===== config.mk =====
export PLATFORM = sky130hd
export DESIGN_NAME = arp_resolver_engine_core
export DESIGN_NICKNAME = d
export VERILOG_FILES = /design/src/sv/are_pkg.sv /design/src/sv/arp_resolver_engine_core.sv /design/src/sv/are_cfg.sv
export SDC_FILE = /design/constraint.sdc
export NUM_CORES = 2
export LEC_CHECK = 0
export BUFFER_PORTS_ARGS = -buffer_cell sky130_fd_sc_hd__buf_2
export CAP_MARGIN = 25
export CORE_ASPECT_RATIO = 1.25
export CORE_UTILIZATION = 50
export CTS_BUF_LIST = sky130_fd_sc_hd__clkbuf_8
export DETAILED_ROUTE_END_ITERATION = 10
export PLACE_DENSITY = 0.72
export SYNTH_ARGS = -nofsm -noshare
export SYNTH_HDL_FRONTEND = slang
export SYNTH_SLANG_ARGS = --single-unit

===== constraint.sdc =====
create_clock -name clk_i -period 10.65 [get_ports clk_i]
set_clock_uncertainty 0.15 [all_clocks]
set_input_delay 0 -clock clk_i [delete_from_list [all_inputs] [get_ports clk_i]]
set_output_delay 0 -clock clk_i [all_outputs]
set_load 0.05 [all_outputs]

===== src/sv/are_pkg.sv =====
package are_pkg;

  localparam int unsigned TableEntries   = 16;
  localparam int unsigned PendingEntries = 8;
  localparam logic [15:0] RetryReset     = 16'd500;

  localparam logic [47:0] MacBcast = 48'hFFFF_FFFF_FFFF;

  // Operation codes of the input word.
  localparam logic [1:0] OpRx     = 2'd0;
  localparam logic [1:0] OpLookup = 2'd1;
  localparam logic [1:0] OpTick   = 2'd2;

  // Result action codes.
  localparam logic [2:0] ActNone    = 3'd0;
  localparam logic [2:0] ActReply   = 3'd1;
  localparam logic [2:0] ActRequest = 3'd2;
  localparam logic [2:0] ActHit     = 3'd3;
  localparam logic [2:0] ActHeld    = 3'd4;
  localparam logic [2:0] ActUpdated = 3'd5;

  // Drop codes.
  localparam logic [2:0] DropNone     = 3'd0;
  localparam logic [2:0] DropShort    = 3'd1;
  localparam logic [2:0] DropTypes    = 3'd2;
  localparam logic [2:0] DropMismatch = 3'd3;
  localparam logic [2:0] DropNullTgt  = 3'd4;
  localparam logic [2:0] DropNullSnd  = 3'd5;
  localparam logic [2:0] DropUnsolic  = 3'd6;
  localparam logic [2:0] DropOpcode   = 3'd7;

  localparam logic [1:0] TxNone    = 2'd0;
  localparam logic [1:0] TxRequest = 2'd1;
  localparam logic [1:0] TxReply   = 2'd2;

  // Configuration register indexes.
  localparam logic [1:0] RegOwnMac = 2'd0;
  localparam logic [1:0] RegOwnIp  = 2'd1;
  localparam logic [1:0] RegRetry  = 2'd2;

  // One result word.
  typedef struct packed {
    logic [2:0]  action;
    logic [2:0]  drop_reason;
    logic [47:0] resolved_mac;
    logic [1:0]  tx_opcode;
    logic [47:0] tx_dest_mac;
    logic [47:0] tx_target_mac;
    logic [31:0] tx_target_ip;
  } result_t;

endpackage


===== src/sv/arp_resolver_engine_core.sv =====
// Steps: a tick, an unused op or a packet settled by its header checks goes from accept
// straight to the output step. A lookup walks the table memory one entry per cycle; a hit
// then reads the hit MAC, while a miss also walks the pending memory and decides the pending
// action. A checked reply walks both memories, decides its store slot and writes the table.
// Only one word is in the engine at a time; the next word is taken the cycle after its
// result moves to the output register.
// Reset: valid bits, time, replace pointer and control clear at once.
module arp_resolver_engine_core #(
  parameter int unsigned TABLE_ENTRIES   = are_pkg::TableEntries,
  parameter int unsigned PENDING_ENTRIES = are_pkg::PendingEntries
) (
  input  logic        clk_i,
  input  logic        rst_ni,
  input  logic        psel,
  input  logic        penable,
  input  logic        pwrite,
  input  logic [4:0]  paddr,
  input  logic [63:0] pwdata,
  output logic [63:0] prdata,
  output logic        pready,
  input  logic        in_valid_i,
  output logic        in_stall_o,
  input  logic [1:0]  op_i,
  input  logic        frame_long_enough_i,
  input  logic [15:0] hw_type_i,
  input  logic [15:0] proto_type_i,
  input  logic [7:0]  hw_size_i,
  input  logic [7:0]  proto_size_i,
  input  logic [15:0] arp_op_i,
  input  logic [47:0] sender_mac_i,
  input  logic [31:0] sender_ip_i,
  input  logic [31:0] target_ip_i,
  input  logic [47:0] eth_src_mac_i,
  input  logic [31:0] lookup_ip_i,
  output logic        out_valid_o,
  input  logic        out_stall_i,
  output logic [2:0]  action_o,
  output logic [2:0]  drop_reason_o,
  output logic [47:0] resolved_mac_o,
  output logic [1:0]  tx_opcode_o,
  output logic [47:0] tx_dest_mac_o,
  output logic [47:0] tx_target_mac_o,
  output logic [31:0] tx_target_ip_o
);

  localparam int unsigned TW = (TABLE_ENTRIES > 1) ? $clog2(TABLE_ENTRIES) : 1;
  localparam int unsigned PW = (PENDING_ENTRIES > 1) ? $clog2(PENDING_ENTRIES) : 1;
  localparam int unsigned CW = (TW > PW) ? TW : PW;
  localparam logic [CW:0] TLast = (CW+1)'(TABLE_ENTRIES - 1);
  localparam logic [CW:0] PLast = (CW+1)'(PENDING_ENTRIES - 1);

  // Sequencer states.
  localparam logic [3:0] S_IDLE  = 4'd0;
  localparam logic [3:0] S_TSCAN = 4'd1;  // table scan: ip and mac match
  localparam logic [3:0] S_PSCAN = 4'd2;  // pending scan
  localparam logic [3:0] S_TDEC  = 4'd3;  // decide store slot
  localparam logic [3:0] S_TWR   = 4'd4;  // write table entries
  localparam logic [3:0] S_PDEC  = 4'd5;  // decide pending action
  localparam logic [3:0] S_HITRD = 4'd6;  // read hit mac
  localparam logic [3:0] S_HITWT = 4'd7;
  localparam logic [3:0] S_OUT   = 4'd8;

  logic [47:0] own_mac;
  logic [31:0] own_ip;
  logic [15:0] retry_ticks;

  are_cfg u_cfg (
    .clk_i, .rst_ni, .psel, .penable, .pwrite, .paddr, .pwdata, .prdata, .pready,
    .own_mac_o(own_mac), .own_ip_o(own_ip), .retry_ticks_o(retry_ticks)
  );

  // Memories with registered read data.
  logic [31:0] t_ip_mem  [TABLE_ENTRIES];
  logic [47:0] t_mac_mem [TABLE_ENTRIES];
  logic [31:0] p_ip_mem  [PENDING_ENTRIES];
  logic [31:0] p_tm_mem  [PENDING_ENTRIES];
  logic [TABLE_ENTRIES-1:0]   t_valid_q;
  logic [PENDING_ENTRIES-1:0] p_valid_q;

  logic [TW-1:0] t_raddr, t_waddr;
  logic          t_we;
  logic [31:0]   t_wip, t_rip_q;
  logic [47:0]   t_wmac, t_rmac_q;
  logic [PW-1:0] p_raddr, p_waddr;
  logic          p_we, p_we_ip;
  logic [31:0]   p_wip, p_wtm, p_rip_q, p_rtm_q;

  always_ff @(posedge clk_i) begin
    if (t_we) begin
      t_ip_mem[t_waddr]  <= t_wip;
      t_mac_mem[t_waddr] <= t_wmac;
    end
    t_rip_q  <= t_ip_mem[t_raddr];
    t_rmac_q <= t_mac_mem[t_raddr];
  end

  always_ff @(posedge clk_i) begin
    if (p_we) begin
      p_tm_mem[p_waddr] <= p_wtm;
      if (p_we_ip) p_ip_mem[p_waddr] <= p_wip;
    end
    p_rip_q <= p_ip_mem[p_raddr];
    p_rtm_q <= p_tm_mem[p_raddr];
  end

  // Control and scan registers.
  logic [3:0]  st_q, st_d;
  logic [CW:0] cnt_q, cnt_d;       // issue index, one wider to count past end
  logic        rd_v_q, rd_v_d;     // read data valid next cycle
  logic [CW:0] rd_i_q, rd_i_d;     // index of data in read register
  logic [31:0] time_q;
  logic [TW-1:0] rp_q;
  logic        ip_f_q, mac_f_q, free_f_q, p_f_q, pfree_f_q;
  logic [TW-1:0] ip_i_q, mac_i_q, free_i_q;
  logic [PW-1:0] p_i_q, pfree_i_q, old_i_q;
  logic [31:0] old_age_q;
  logic [31:0] pend_tm_q;
  logic [47:0] smac_q;
  logic [31:0] key_q;
  logic        is_lookup_q;
  are_pkg::result_t res_q;
  are_pkg::result_t res_out_q;
  logic        out_v_q;
  logic        out_free;

  logic acc, take;
  logic [2:0]  pre_drop;
  logic        pre_reply, pre_skip;
  assign in_stall_o = (st_q != S_IDLE);
  assign acc  = in_valid_i && !in_stall_o;
  assign take = out_v_q && !out_stall_i;
  assign out_free = !out_v_q || take;

  // Header checks done at accept time.
  always_comb begin
    pre_drop  = are_pkg::DropNone;
    pre_reply = 1'b0;
    pre_skip  = 1'b1;
    if (!frame_long_enough_i) pre_drop = are_pkg::DropShort;
    else if (hw_type_i != 16'd1 || proto_type_i != 16'h0800 ||
             hw_size_i != 8'd6 || proto_size_i != 8'd4) pre_drop = are_pkg::DropTypes;
    else if (sender_mac_i != eth_src_mac_i) pre_drop = are_pkg::DropMismatch;
    else if (arp_op_i == 16'd1) begin
      if (target_ip_i == 32'd0) pre_drop = are_pkg::DropNullTgt;
      else if (target_ip_i == own_ip) pre_reply = 1'b1;
    end else if (arp_op_i == 16'd2) begin
      if (sender_ip_i == 32'd0) pre_drop = are_pkg::DropNullSnd;
      else pre_skip = 1'b0;
    end else pre_drop = are_pkg::DropOpcode;
  end

  // Result word as known at accept time.
  are_pkg::result_t res_acc;
  always_comb begin
    res_acc = '0;
    if (op_i == are_pkg::OpRx) begin
      res_acc.drop_reason = pre_drop;
      if (pre_reply) begin
        res_acc.action        = are_pkg::ActReply;
        res_acc.tx_opcode     = are_pkg::TxReply;
        res_acc.tx_dest_mac   = sender_mac_i;
        res_acc.tx_target_mac = sender_mac_i;
        res_acc.tx_target_ip  = sender_ip_i;
      end
    end
  end

  logic [31:0] age;
  assign age = time_q - p_rtm_q;
  logic [31:0] page;
  assign page = time_q - pend_tm_q;
  logic [TW-1:0] slot;
  logic [PW-1:0] pslot;
  logic [TABLE_ENTRIES-1:0] t_valid_nx;

  always_comb begin
    if (ip_f_q)        slot = ip_i_q;
    else if (mac_f_q)  slot = mac_i_q;
    else if (free_f_q) slot = free_i_q;
    else               slot = rp_q;
    if (pfree_f_q) pslot = pfree_i_q;
    else           pslot = old_i_q;
  end

  // Table valid bits after a store: a clashing MAC entry drops out.
  always_comb begin
    t_valid_nx = t_valid_q;
    if (ip_f_q && mac_f_q && ip_i_q != mac_i_q) t_valid_nx[mac_i_q] = 1'b0;
    t_valid_nx[slot] = 1'b1;
  end

  always_comb begin
    st_d    = st_q;
    cnt_d   = cnt_q;
    rd_v_d  = 1'b0;
    rd_i_d  = cnt_q;
    t_raddr = cnt_q[TW-1:0];
    p_raddr = cnt_q[PW-1:0];
    t_we = 1'b0; t_waddr = slot; t_wip = key_q; t_wmac = smac_q;
    p_we = 1'b0; p_we_ip = 1'b0; p_waddr = pslot; p_wip = key_q; p_wtm = time_q;
    case (st_q)
      S_IDLE: begin
        if (acc) begin
          cnt_d = '0;
          if (op_i == are_pkg::OpLookup || (op_i == are_pkg::OpRx && !pre_skip))
            st_d = S_TSCAN;
          else st_d = S_OUT;
        end
      end
      S_TSCAN: begin
        if (cnt_q <= TLast) begin
          rd_v_d = 1'b1;
          cnt_d  = cnt_q + 1'b1;
        end else if (!rd_v_q) begin
          cnt_d = '0;
          if (is_lookup_q) st_d = ip_f_q ? S_HITRD : S_PSCAN;
          else st_d = S_PSCAN;
        end
      end
      S_PSCAN: begin
        if (cnt_q <= PLast) begin
          rd_v_d = 1'b1;
          cnt_d  = cnt_q + 1'b1;
        end else if (!rd_v_q) begin
          st_d = is_lookup_q ? S_PDEC : S_TDEC;
        end
      end
      S_TDEC: st_d = S_TWR;
      S_TWR: begin
        st_d = S_OUT;
        if (p_f_q) begin
          t_we = 1'b1;
        end
      end
      S_HITRD: begin
        t_raddr = ip_i_q;
        st_d    = S_HITWT;
      end
      S_HITWT: st_d = S_OUT;
      S_PDEC: begin
        st_d = S_OUT;
        if (!p_f_q) begin
          p_we = 1'b1; p_we_ip = 1'b1;
        end else if (page >= {16'd0, retry_ticks}) begin
          p_we = 1'b1; p_waddr = p_i_q;
        end
      end
      S_OUT: begin
        if (out_free) st_d = S_IDLE;
      end
      default: st_d = S_IDLE;
    endcase
  end

  always_ff @(posedge clk_i or negedge rst_ni) begin
    if (!rst_ni) begin
      st_q <= S_IDLE; cnt_q <= '0; rd_v_q <= 1'b0; rd_i_q <= '0;
      time_q <= '0; rp_q <= '0; t_valid_q <= '0; p_valid_q <= '0;
      out_v_q <= 1'b0;
    end else begin
      st_q   <= st_d;
      cnt_q  <= cnt_d;
      rd_v_q <= rd_v_d;
      rd_i_q <= rd_i_d;
      if (acc && op_i == are_pkg::OpTick) time_q <= time_q + 32'd1;
      // Table commit of a solicited reply.
      if (st_q == S_TWR && p_f_q) begin
        p_valid_q[p_i_q] <= 1'b0;
        t_valid_q <= t_valid_nx;
        if (!ip_f_q && !mac_f_q && !free_f_q)
          rp_q <= (rp_q == TLast[TW-1:0]) ? '0 : rp_q + 1'b1;
      end
      if (st_q == S_PDEC && !p_f_q) p_valid_q[pslot] <= 1'b1;
      if (st_q == S_OUT && out_free) out_v_q <= 1'b1;
      else if (take) out_v_q <= 1'b0;
    end
  end

  // Scan bookkeeping and result build.
  always_ff @(posedge clk_i) begin
    if (acc) begin
      ip_f_q <= 1'b0; mac_f_q <= 1'b0; free_f_q <= 1'b0;
      p_f_q <= 1'b0; pfree_f_q <= 1'b0;
      old_age_q <= '0; old_i_q <= '0;
      is_lookup_q <= (op_i == are_pkg::OpLookup);
      key_q  <= (op_i == are_pkg::OpLookup) ? lookup_ip_i : sender_ip_i;
      smac_q <= sender_mac_i;
      res_q  <= res_acc;
    end
    if (rd_v_q && st_q == S_TSCAN) begin
      if (t_valid_q[rd_i_q[TW-1:0]]) begin
        if (!ip_f_q && t_rip_q == key_q) begin
          ip_f_q <= 1'b1; ip_i_q <= rd_i_q[TW-1:0];
        end
        if (!mac_f_q && t_rmac_q == smac_q) begin
          mac_f_q <= 1'b1; mac_i_q <= rd_i_q[TW-1:0];
        end
      end else if (!free_f_q) begin
        free_f_q <= 1'b1; free_i_q <= rd_i_q[TW-1:0];
      end
    end
    if (rd_v_q && st_q == S_PSCAN) begin
      if (p_valid_q[rd_i_q[PW-1:0]]) begin
        if (!p_f_q && p_rip_q == key_q) begin
          p_f_q <= 1'b1; p_i_q <= rd_i_q[PW-1:0]; pend_tm_q <= p_rtm_q;
        end
        if (rd_i_q == '0 || age > old_age_q) begin
          old_age_q <= age; old_i_q <= rd_i_q[PW-1:0];
        end
      end else if (!pfree_f_q) begin
        pfree_f_q <= 1'b1; pfree_i_q <= rd_i_q[PW-1:0];
      end
    end
    if (st_q == S_TDEC) begin
      if (p_f_q) res_q.action <= are_pkg::ActUpdated;
      else res_q.drop_reason <= are_pkg::DropUnsolic;
    end
    if (st_q == S_HITWT) begin
      res_q.action       <= are_pkg::ActHit;
      res_q.resolved_mac <= t_rmac_q;
    end
    if (st_q == S_PDEC) begin
      if (!p_f_q || page >= {16'd0, retry_ticks}) begin
        res_q.action       <= are_pkg::ActRequest;
        res_q.tx_opcode    <= are_pkg::TxRequest;
        res_q.tx_dest_mac  <= are_pkg::MacBcast;
        res_q.tx_target_ip <= key_q;
      end else res_q.action <= are_pkg::ActHeld;
    end
    // A finished word moves to the output register once it is free.
    if (st_q == S_OUT && out_free) res_out_q <= res_q;
  end

  assign out_valid_o     = out_v_q;
  assign action_o        = res_out_q.action;
  assign drop_reason_o   = res_out_q.drop_reason;
  assign resolved_mac_o  = res_out_q.resolved_mac;
  assign tx_opcode_o     = res_out_q.tx_opcode;
  assign tx_dest_mac_o   = res_out_q.tx_dest_mac;
  assign tx_target_mac_o = res_out_q.tx_target_mac;
  assign tx_target_ip_o  = res_out_q.tx_target_ip;

endmodule


===== src/sv/are_cfg.sv =====
module are_cfg (
  input  logic        clk_i,
  input  logic        rst_ni,
  input  logic        psel,
  input  logic        penable,
  input  logic        pwrite,
  input  logic [4:0]  paddr,
  input  logic [63:0] pwdata,
  output logic [63:0] prdata,
  output logic        pready,
  output logic [47:0] own_mac_o,
  output logic [31:0] own_ip_o,
  output logic [15:0] retry_ticks_o
);

  logic [47:0] own_mac_q;
  logic [31:0] own_ip_q;
  logic [15:0] retry_q;
  logic [1:0]  idx;
  logic        hi_zero;

  assign idx     = paddr[4:3];
  assign hi_zero = (paddr[2:0] == 3'd0);
  assign pready  = 1'b1;

  // Register writes on the access phase.
  always_ff @(posedge clk_i or negedge rst_ni) begin
    if (!rst_ni) begin
      own_mac_q <= '0;
      own_ip_q  <= '0;
      retry_q   <= are_pkg::RetryReset;
    end else if (psel && penable && pwrite && hi_zero) begin
      case (idx)
        are_pkg::RegOwnMac: own_mac_q <= pwdata[47:0];
        are_pkg::RegOwnIp:  own_ip_q  <= pwdata[31:0];
        are_pkg::RegRetry:  retry_q   <= pwdata[15:0];
        default: ;
      endcase
    end
  end

  // Read mux.
  always_comb begin
    prdata = '0;
    if (hi_zero) begin
      case (idx)
        are_pkg::RegOwnMac: prdata = {16'd0, own_mac_q};
        are_pkg::RegOwnIp:  prdata = {32'd0, own_ip_q};
        are_pkg::RegRetry:  prdata = {48'd0, retry_q};
        default:            prdata = '0;
      endcase
    end
  end

  assign own_mac_o     = own_mac_q;
  assign own_ip_o      = own_ip_q;
  assign retry_ticks_o = retry_q;

endmodule


==> Word-level counts from Yosys, hierarchy flattened <==
Memory sizes are Yosys's and may differ from the RTL's. A register that Yosys moved wholly into a read port is not among the register bits.
Cells that the tools add are included.
{ "word_totals": {"reg_bits": 711, "memories": 4, "mem_bits_rw": 1792} }
{ "memory_table": {"columns": ["name", "depth", "word_bits", "rd", "rd_clocked_by_memory_dff", "write_ports", "line_no", "source"], "rows": [
  ["t_mac_mem", 16, 48, 1, 1, 1, "arp_resolver_engine_core.sv:74", "logic [47:0] t_mac_mem [TABLE_ENTRIES];"],
  ["t_ip_mem", 16, 32, 1, 1, 1, "arp_resolver_engine_core.sv:73", "logic [31:0] t_ip_mem [TABLE_ENTRIES];"],
  ["p_ip_mem", 8, 32, 1, 1, 1, "arp_resolver_engine_core.sv:75", "logic [31:0] p_ip_mem [PENDING_ENTRIES];"],
  ["p_tm_mem", 8, 32, 1, 1, 1, "arp_resolver_engine_core.sv:76", "logic [31:0] p_tm_mem [PENDING_ENTRIES];"]
]} }
{ "op_classes": {"magnitude_cmp": 14, "reduce_logical": 62, "n_bitwise": 10, "n_mux": 125, "n_addsub": 5, "n_eq_ne": 33} }
{ "ops": {"columns": ["operator", "count"], "rows": [
  ["$mux W130", 2],
  ["$mux W32", 7],
  ["$mux W184", 1],
  ["$pmux W48 S3", 1],
  ["$mux W50", 2],
  ["$eq A32 B32 Y1", 3],
  ["$mux W3", 23],
  ["$logic_not A32 Y1", 2],
  ["$mux W64", 1],
  ["$sub A32 B32 Y32", 2],
  ["$mux W1", 57],
  ["$mux W4", 13],
  ["$eq A48 B48 Y1", 1],
  ["$mux W48", 1],
  ["$ne A48 B48 Y1", 1],
  ["$add A32 B1 Y32 const B", 1],
  ["$ge A32 B16 Y1", 1],
  ["$gt A32 B32 Y1", 1],
  ["$pmux W4 S7", 1],
  ["$logic_and A1 B1 Y1", 23],
  ["$mux W5", 4],
  ["$and A16 B16 Y16", 1],
  ["$eq A16 B1 Y1 const B", 1],
  ["$eq A16 B2 Y1 const B", 1],
  ["other kinds (49)", 98]
]} }

==> Logic depth before layout (Yosys ltp) <==
{ "depth": {"ltp_word": 14, "depth_mapped": 25} }

==> Cells and area by module <==
Synthesis repeated with hierarchy kept, for this count alone.
{ "hier_totals": {"cells_unflattened": 5853, "hier_area_um2": 104127.4} }
{ "modules_own_cells": {"columns": ["module", "instances", "cells_per_inst", "area_each_um2"], "rows": [
  ["arp_resolver_engine_core", 1, 5497, 99541.7],
  ["are_cfg", 1, 356, 4585.6]
]} }

==> Worst setup path after synthesis <==
Ideal clock, no wire load.
{ "synth_path": {"path_kind": "register -> register", "from": "reg st_q[2]", "to": "reg res_out_q, in the netlist action_o[0] (enable)", "setup_time_ns": 0.789, "t_arrival_ns": 9.636, "required_ns": 9.711, "path_stages_with_launch": 5, "n_path_buf": 1, "setup_slack_ns": 0.075, "cell_sequence": "dfrtp_1 clkbuf_1 inv_1 nand3_1 a21oi_1"} }
{ "synth_between": {"elab_chain_len": 2} }
{ "synth_rtl": {"columns": ["item", "line_no", "source"], "rows": [
  ["start: declaration", "arp_resolver_engine_core.sv:107", "logic [3:0] st_q, st_d;"],
  ["start signal: assignment", "arp_resolver_engine_core.sv:261", "st_q <= st_d;"],
  ["$eq A4 B4 Y1", "arp_resolver_engine_core.sv:331", "if (st_q == S_OUT && out_free) res_out_q <= res_q;"],
  ["$logic_and A1 B1 Y1", "arp_resolver_engine_core.sv:331", null],
  ["end signal: assignment", "arp_resolver_engine_core.sv:331", null],
  ["end: declaration", "arp_resolver_engine_core.sv:122", "are_pkg::result_t res_out_q;"]
]} }
Every way passes these cells.
A chain may end at the register's enable or synchronous reset.

==> Worst setup path after layout <==
{ "layout_path": {"from": "reg time_q[0] (netlist: p_wtm[0])", "to": "reg res_q[25] (netlist name)"} }
{ "layout_between": {"elab_chain_len": 5} }
{ "layout_rtl": {"columns": ["item", "line_no", "source"], "rows": [
  ["start: declaration", "arp_resolver_engine_core.sv:111", "logic [31:0] time_q;"],
  ["start signal: assignment", "arp_resolver_engine_core.sv:265", "if (acc && op_i == are_pkg::OpTick) time_q <= time_q + 32'd1;"],
  ["$sub A32 B32 Y32", "arp_resolver_engine_core.sv:171", "assign page = time_q - pend_tm_q;"],
  ["$ge A32 B16 Y1", "arp_resolver_engine_core.sv:323", "if (!p_f_q || page >= {16'd0, retry_ticks}) begin"],
  ["$logic_or A1 B1 Y1", "arp_resolver_engine_core.sv:323", null],
  ["$mux W32", "arp_resolver_engine_core.sv:323", null],
  ["$mux W32", "arp_resolver_engine_core.sv:322", "if (st_q == S_PDEC) begin"],
  ["end signal: assignment", "arp_resolver_engine_core.sv:288", "res_q <= res_acc;"],
  ["end: declaration", "arp_resolver_engine_core.sv:121", "are_pkg::result_t res_q;"]
]} }
Every way passes these cells.

==> impl_summary.log <==
INFO  metric timing.critical_path.arrival = 7.52 ns
INFO  metric drt-wirelength-per-cell = ~26 um
INFO  metric route.final.wire_length = around 270000 um
INFO  metric syn-cell-area = between 0.1 and 0.15 mm^2
INFO  metric power.share.combinational = a little over a fifth
INFO  metric synth_area_per_cell = 17.7 um^2
INFO  metric layout_worst_path_cycle_share = 62.8%
INFO  metric initial_utilization = 50.4%
INFO  metric timing.critical_path.slowest_stage_cell = sky130_fd_sc_hd__or4_4
INFO  metric internal_power = 18.8 mW
INFO  metric clock_power_share = 30.6%
INFO  metric post-cts-setup-buffer-count = 0
INFO  metric finish.utilization = between 50% and 60%
INFO  metric synth.top_cells.by_area = sky130_fd_sc_hd__edfxtp_1 (64%), sky130_fd_sc_hd__mux4_2 (9.9%), sky130_fd_sc_hd__dfxtp_1 (5.2%)
INFO  metric cells_after_synth = 5854
INFO  metric clock_tree_from_tritoncts = done
INFO  metric synth_seq_cells = 2647
INFO  metric switching_share = between 20 and 30%
INFO  metric ys_async_sr_fraction = 6.50%
INFO  metric synth_cell_type_count = 77
INFO  metric hpwlAfterDp = 151000 um
INFO  metric maximum_root_to_sink_buffer_count = 4
INFO  metric initial_detailed_routing_violation_count = 5483
INFO  metric row_count = 186
INFO  metric critPathLaunchType = register
INFO  metric postLayoutSetupSlackWorst = 3.96 ns
INFO  metric placeableCoreArea = a little over 0.2 mm^2
INFO  metric post-place-cells = 9006
INFO  metric post-synth-top-count-cell = sky130_fd_sc_hd__edfxtp_1
INFO  metric switching_power = around 7.7 mW
INFO  metric route.antenna.remaining_nets = 0
INFO  metric globalRoute.totalOverflow = 0
INFO  metric worst_slew_margin_rel = 25.6%
INFO  metric dieArea = 0.210 mm^2
INFO  metric drc = 240
INFO  metric critical_path_required = 11.48 ns
INFO  metric antenna_found_initial = 12
INFO  metric placement.setup.worst_slack = 4.01 ns
INFO  metric synth-seq-area-share = 73.1%
INFO  metric grt_pass1_vias = slightly above 60000
INFO  metric grt_setup_unrepaired = no
INFO  metric dr.pass1.iters = 11
INFO  metric power.density = 216 mW/mm^2
INFO  metric drv.max_cap_violation_count = 0
INFO  metric ctsHtreeMaxLevel = 5
INFO  metric yosys-top-cells-count = sky130_fd_sc_hd__edfxtp_1 (2203), sky130_fd_sc_hd__mux4_2 (455), sky130_fd_sc_hd__nand2_1 (396)
INFO  metric crit_fanout = 71
INFO  metric critical-path-max-stage-delay = just over 0.6 ns
INFO  metric report.final.slew_viol_count = 0
INFO  metric clock_latency_of_the_later_clocked_register_in_the_worst_skew_pair = 1.10 ns
INFO  metric die_height = 512 um
INFO  metric netlist.area_leader.share = 63.7%
INFO  metric run_status = complete, but fails checks
INFO  metric failed_checks = design-rule violations
INFO  metric fin_crit = 6.69 ns
INFO  metric report.final.setup_viol = 0
INFO  metric final_hold_viol_count = 0
INFO  metric buffer_ports.inserted = approximately 550
INFO  metric grt_first_pass_wirelength = 391000 um
INFO  metric slew_at_the_pin_closest_to_its_max_slew_limit = 1.12 ns
INFO  metric fin_setup_tns = 0 ns
INFO  metric achievable-frequency = roughly 0.15 GHz
INFO  metric io_pins = between 500 and 600
INFO  metric gp_routability_congestion = ~0.89
INFO  metric ys_warn_count = 0
INFO  metric setup.worst_path.end_class = register
INFO  metric vdd_ir_drop_max = 155 uV
INFO  metric worst-setup-path-type = register to register
INFO  metric worst_min_delay_path_category = primary input to register
INFO  metric worstPathCellList = inv_1, ha_1, fa_1, nand2b_1, a21oi_1, o21a_1, a21oi_1, o21bai_1, a311oi_1, xnor2_1, ha_1, a21o_1, a22oi_1, o21ai_0, nor4_1, o2111ai_1, or4_1, or4_4, o31ai_4, buf_12, mux2_1
INFO  metric num-nets-final = between 7000 and 8000
INFO  metric instances_no_fill = just over 10000
INFO  metric clk_root_buffer_cell = sky130_fd_sc_hd__clkbuf_8
INFO  metric gr-usage-all-layers = approximately a quarter
INFO  metric vias = 59200
INFO  metric synth_edf_count = roughly 2200
INFO  metric seq_power_share = 48.5%
INFO  metric drt-vias-per-instance = 5.80
INFO  metric synthDominantAreaCellType = sky130_fd_sc_hd__edfxtp_1
INFO  metric leakage = 44.1 nW
INFO  metric ratio_of_cells_with_drive_above_1_in_the_final_layout = between 20% and 30%
INFO  metric grt_max_degree = 161
INFO  metric clock_pin_slew_on_the_worst_setup_and_hold_paths = 0.08 ns
INFO  metric total_power = 26.5 mW
INFO  metric flow.area_growth_from_synthesis = 18.3%
INFO  metric numClockSinks = 2647
INFO  metric die_w = 410 um
INFO  metric synthFlopType = sky130_fd_sc_hd__edfxtp_1
INFO  metric cts_made_buffers = approximately 400
[state kept, by name, indices dropped and copies added (netlist names), 184 cells and up]
signal     cells
p_tm_mem     256
t_ip_mem     512
p_ip_mem     256
res_q        184
t_mac_mem    768
[timing repair]
action,4_1_cts,5_1_grt
hold buffers,459,0
gates resized for setup,0,0
hold endpoints to repair,640,0
[per-stage QoR]
step	hold WS [ns]	area (um^2)
after CTS	0.0115	123000
after global routing	0.0730	123000
final	0.115	123000
after detailed placement	0.0863	110000
after floorplan	-0.446	104000
after global placement	0.0764	110000
[cells by family (layout without fill, tap and decap cells)]
logic type	after synthesis	in the layout	share of synthesized area [%]
buf+inv	408	2008	1.58
compound gates	585	585	3.78
simple gates	1108	1108	5.24
other cells	2	29	0.00723
xor+xnor	274	274	2.31
mux	714	714	12.6
fa+ha+maj	116	116	1.41
flops	2647	2647	73.1
[routing by layer]
metal | up-vias | part of all wire, % | wire length (um) | GRT usage, %
met4 | 2 | 3.9 | 10400 | 10.4
met3 | 521 | 7.4 | 19900 | 4.62
met2 | 2725 | 50 | 134000 | 42.6
met1 | 30400 | 39 | 105000 | 32.6
li1 | 25500 | - | - | -
met5 | - | 0.0048 | 13 | 0
[cell usage in the layout, fill, tap and decap left out, drive strengths merged, types with 18 or more instances in the layout]
cell type	n
edfxtp	2203
buf	687
dlygate4sd3	458
mux4	455
clkbuf	452
nand2	396
inv	277
dfxtp	272
mux2	219
and2	197
dfrtp	166
nor2	144
xor2	139
xnor2	135
ha	114
clkinv	111
a21oi	102
nand3	100
a211oi	98
o21ai	97
a31oi	89
nor4	65
nand4	56
a21o	43
o31ai	42
nor3	41
mux2i	40
a22o	32
nand2b	25
nor2b	21
o21a	18
[power groups by stage]
stage	sequential [mW]	combinational, mW	clock [mW]
after floorplan	13.6	3.30	0
after global placement	13.1	5.28	0
after detailed placement	13.1	5.34	0
after CTS	12.9	5.52	8.24
after global routing	12.9	5.92	8.66
final	12.9	5.54	8.12
[cell type report]
type	count	area, um^2
fill	14900	83000
sequential	2647	75900
multi-input combinational	2814	26700
timing repair buffer	1146	8550
clock buffer	451	6210
tap	2726	3410
clock inverter	275	1560
inverter	136	518
antenna	12	30.0
[critical path, delay by kind of cell (launching register included)]
kind | cells | cell delay (ns)
buffers and inverters | 2 | 0.58
AND/OR/NAND/NOR | 4 | 1.52
AO/OA/AOI/OAI | 10 | 2.21
XOR/XNOR | 1 | 0.14
adder cells (fa/ha/maj) | 3 | 0.95
flip-flops | 1 | 0.53
multiplexers | 1 | 0.40
[worst paths after layout]
| kind | from | slack (ns) | to | cells after the start |
|---|---|---|---|---|
| setup / recovery | p_wtm[0] | 3.96 | res_q[25] | 21 |
| hold / removal | op_i[0] | 0.11 | is_lookup_q | 4 |
| setup reg to reg | p_wtm[0] | 3.96 | res_q[25] | 21 |
| hold reg to reg | res_q[160] | 0.20 | resolved_mac_o[30] | 0 |
| max in group asynchronous | rst_ni | 9.17 | u_cfg.own_mac_o[29] | 6 |
| min in group asynchronous | rst_ni | 0.45 | u_cfg.retry_ticks_o[2] | 4 |
Power figures use the tool's default switching activity.
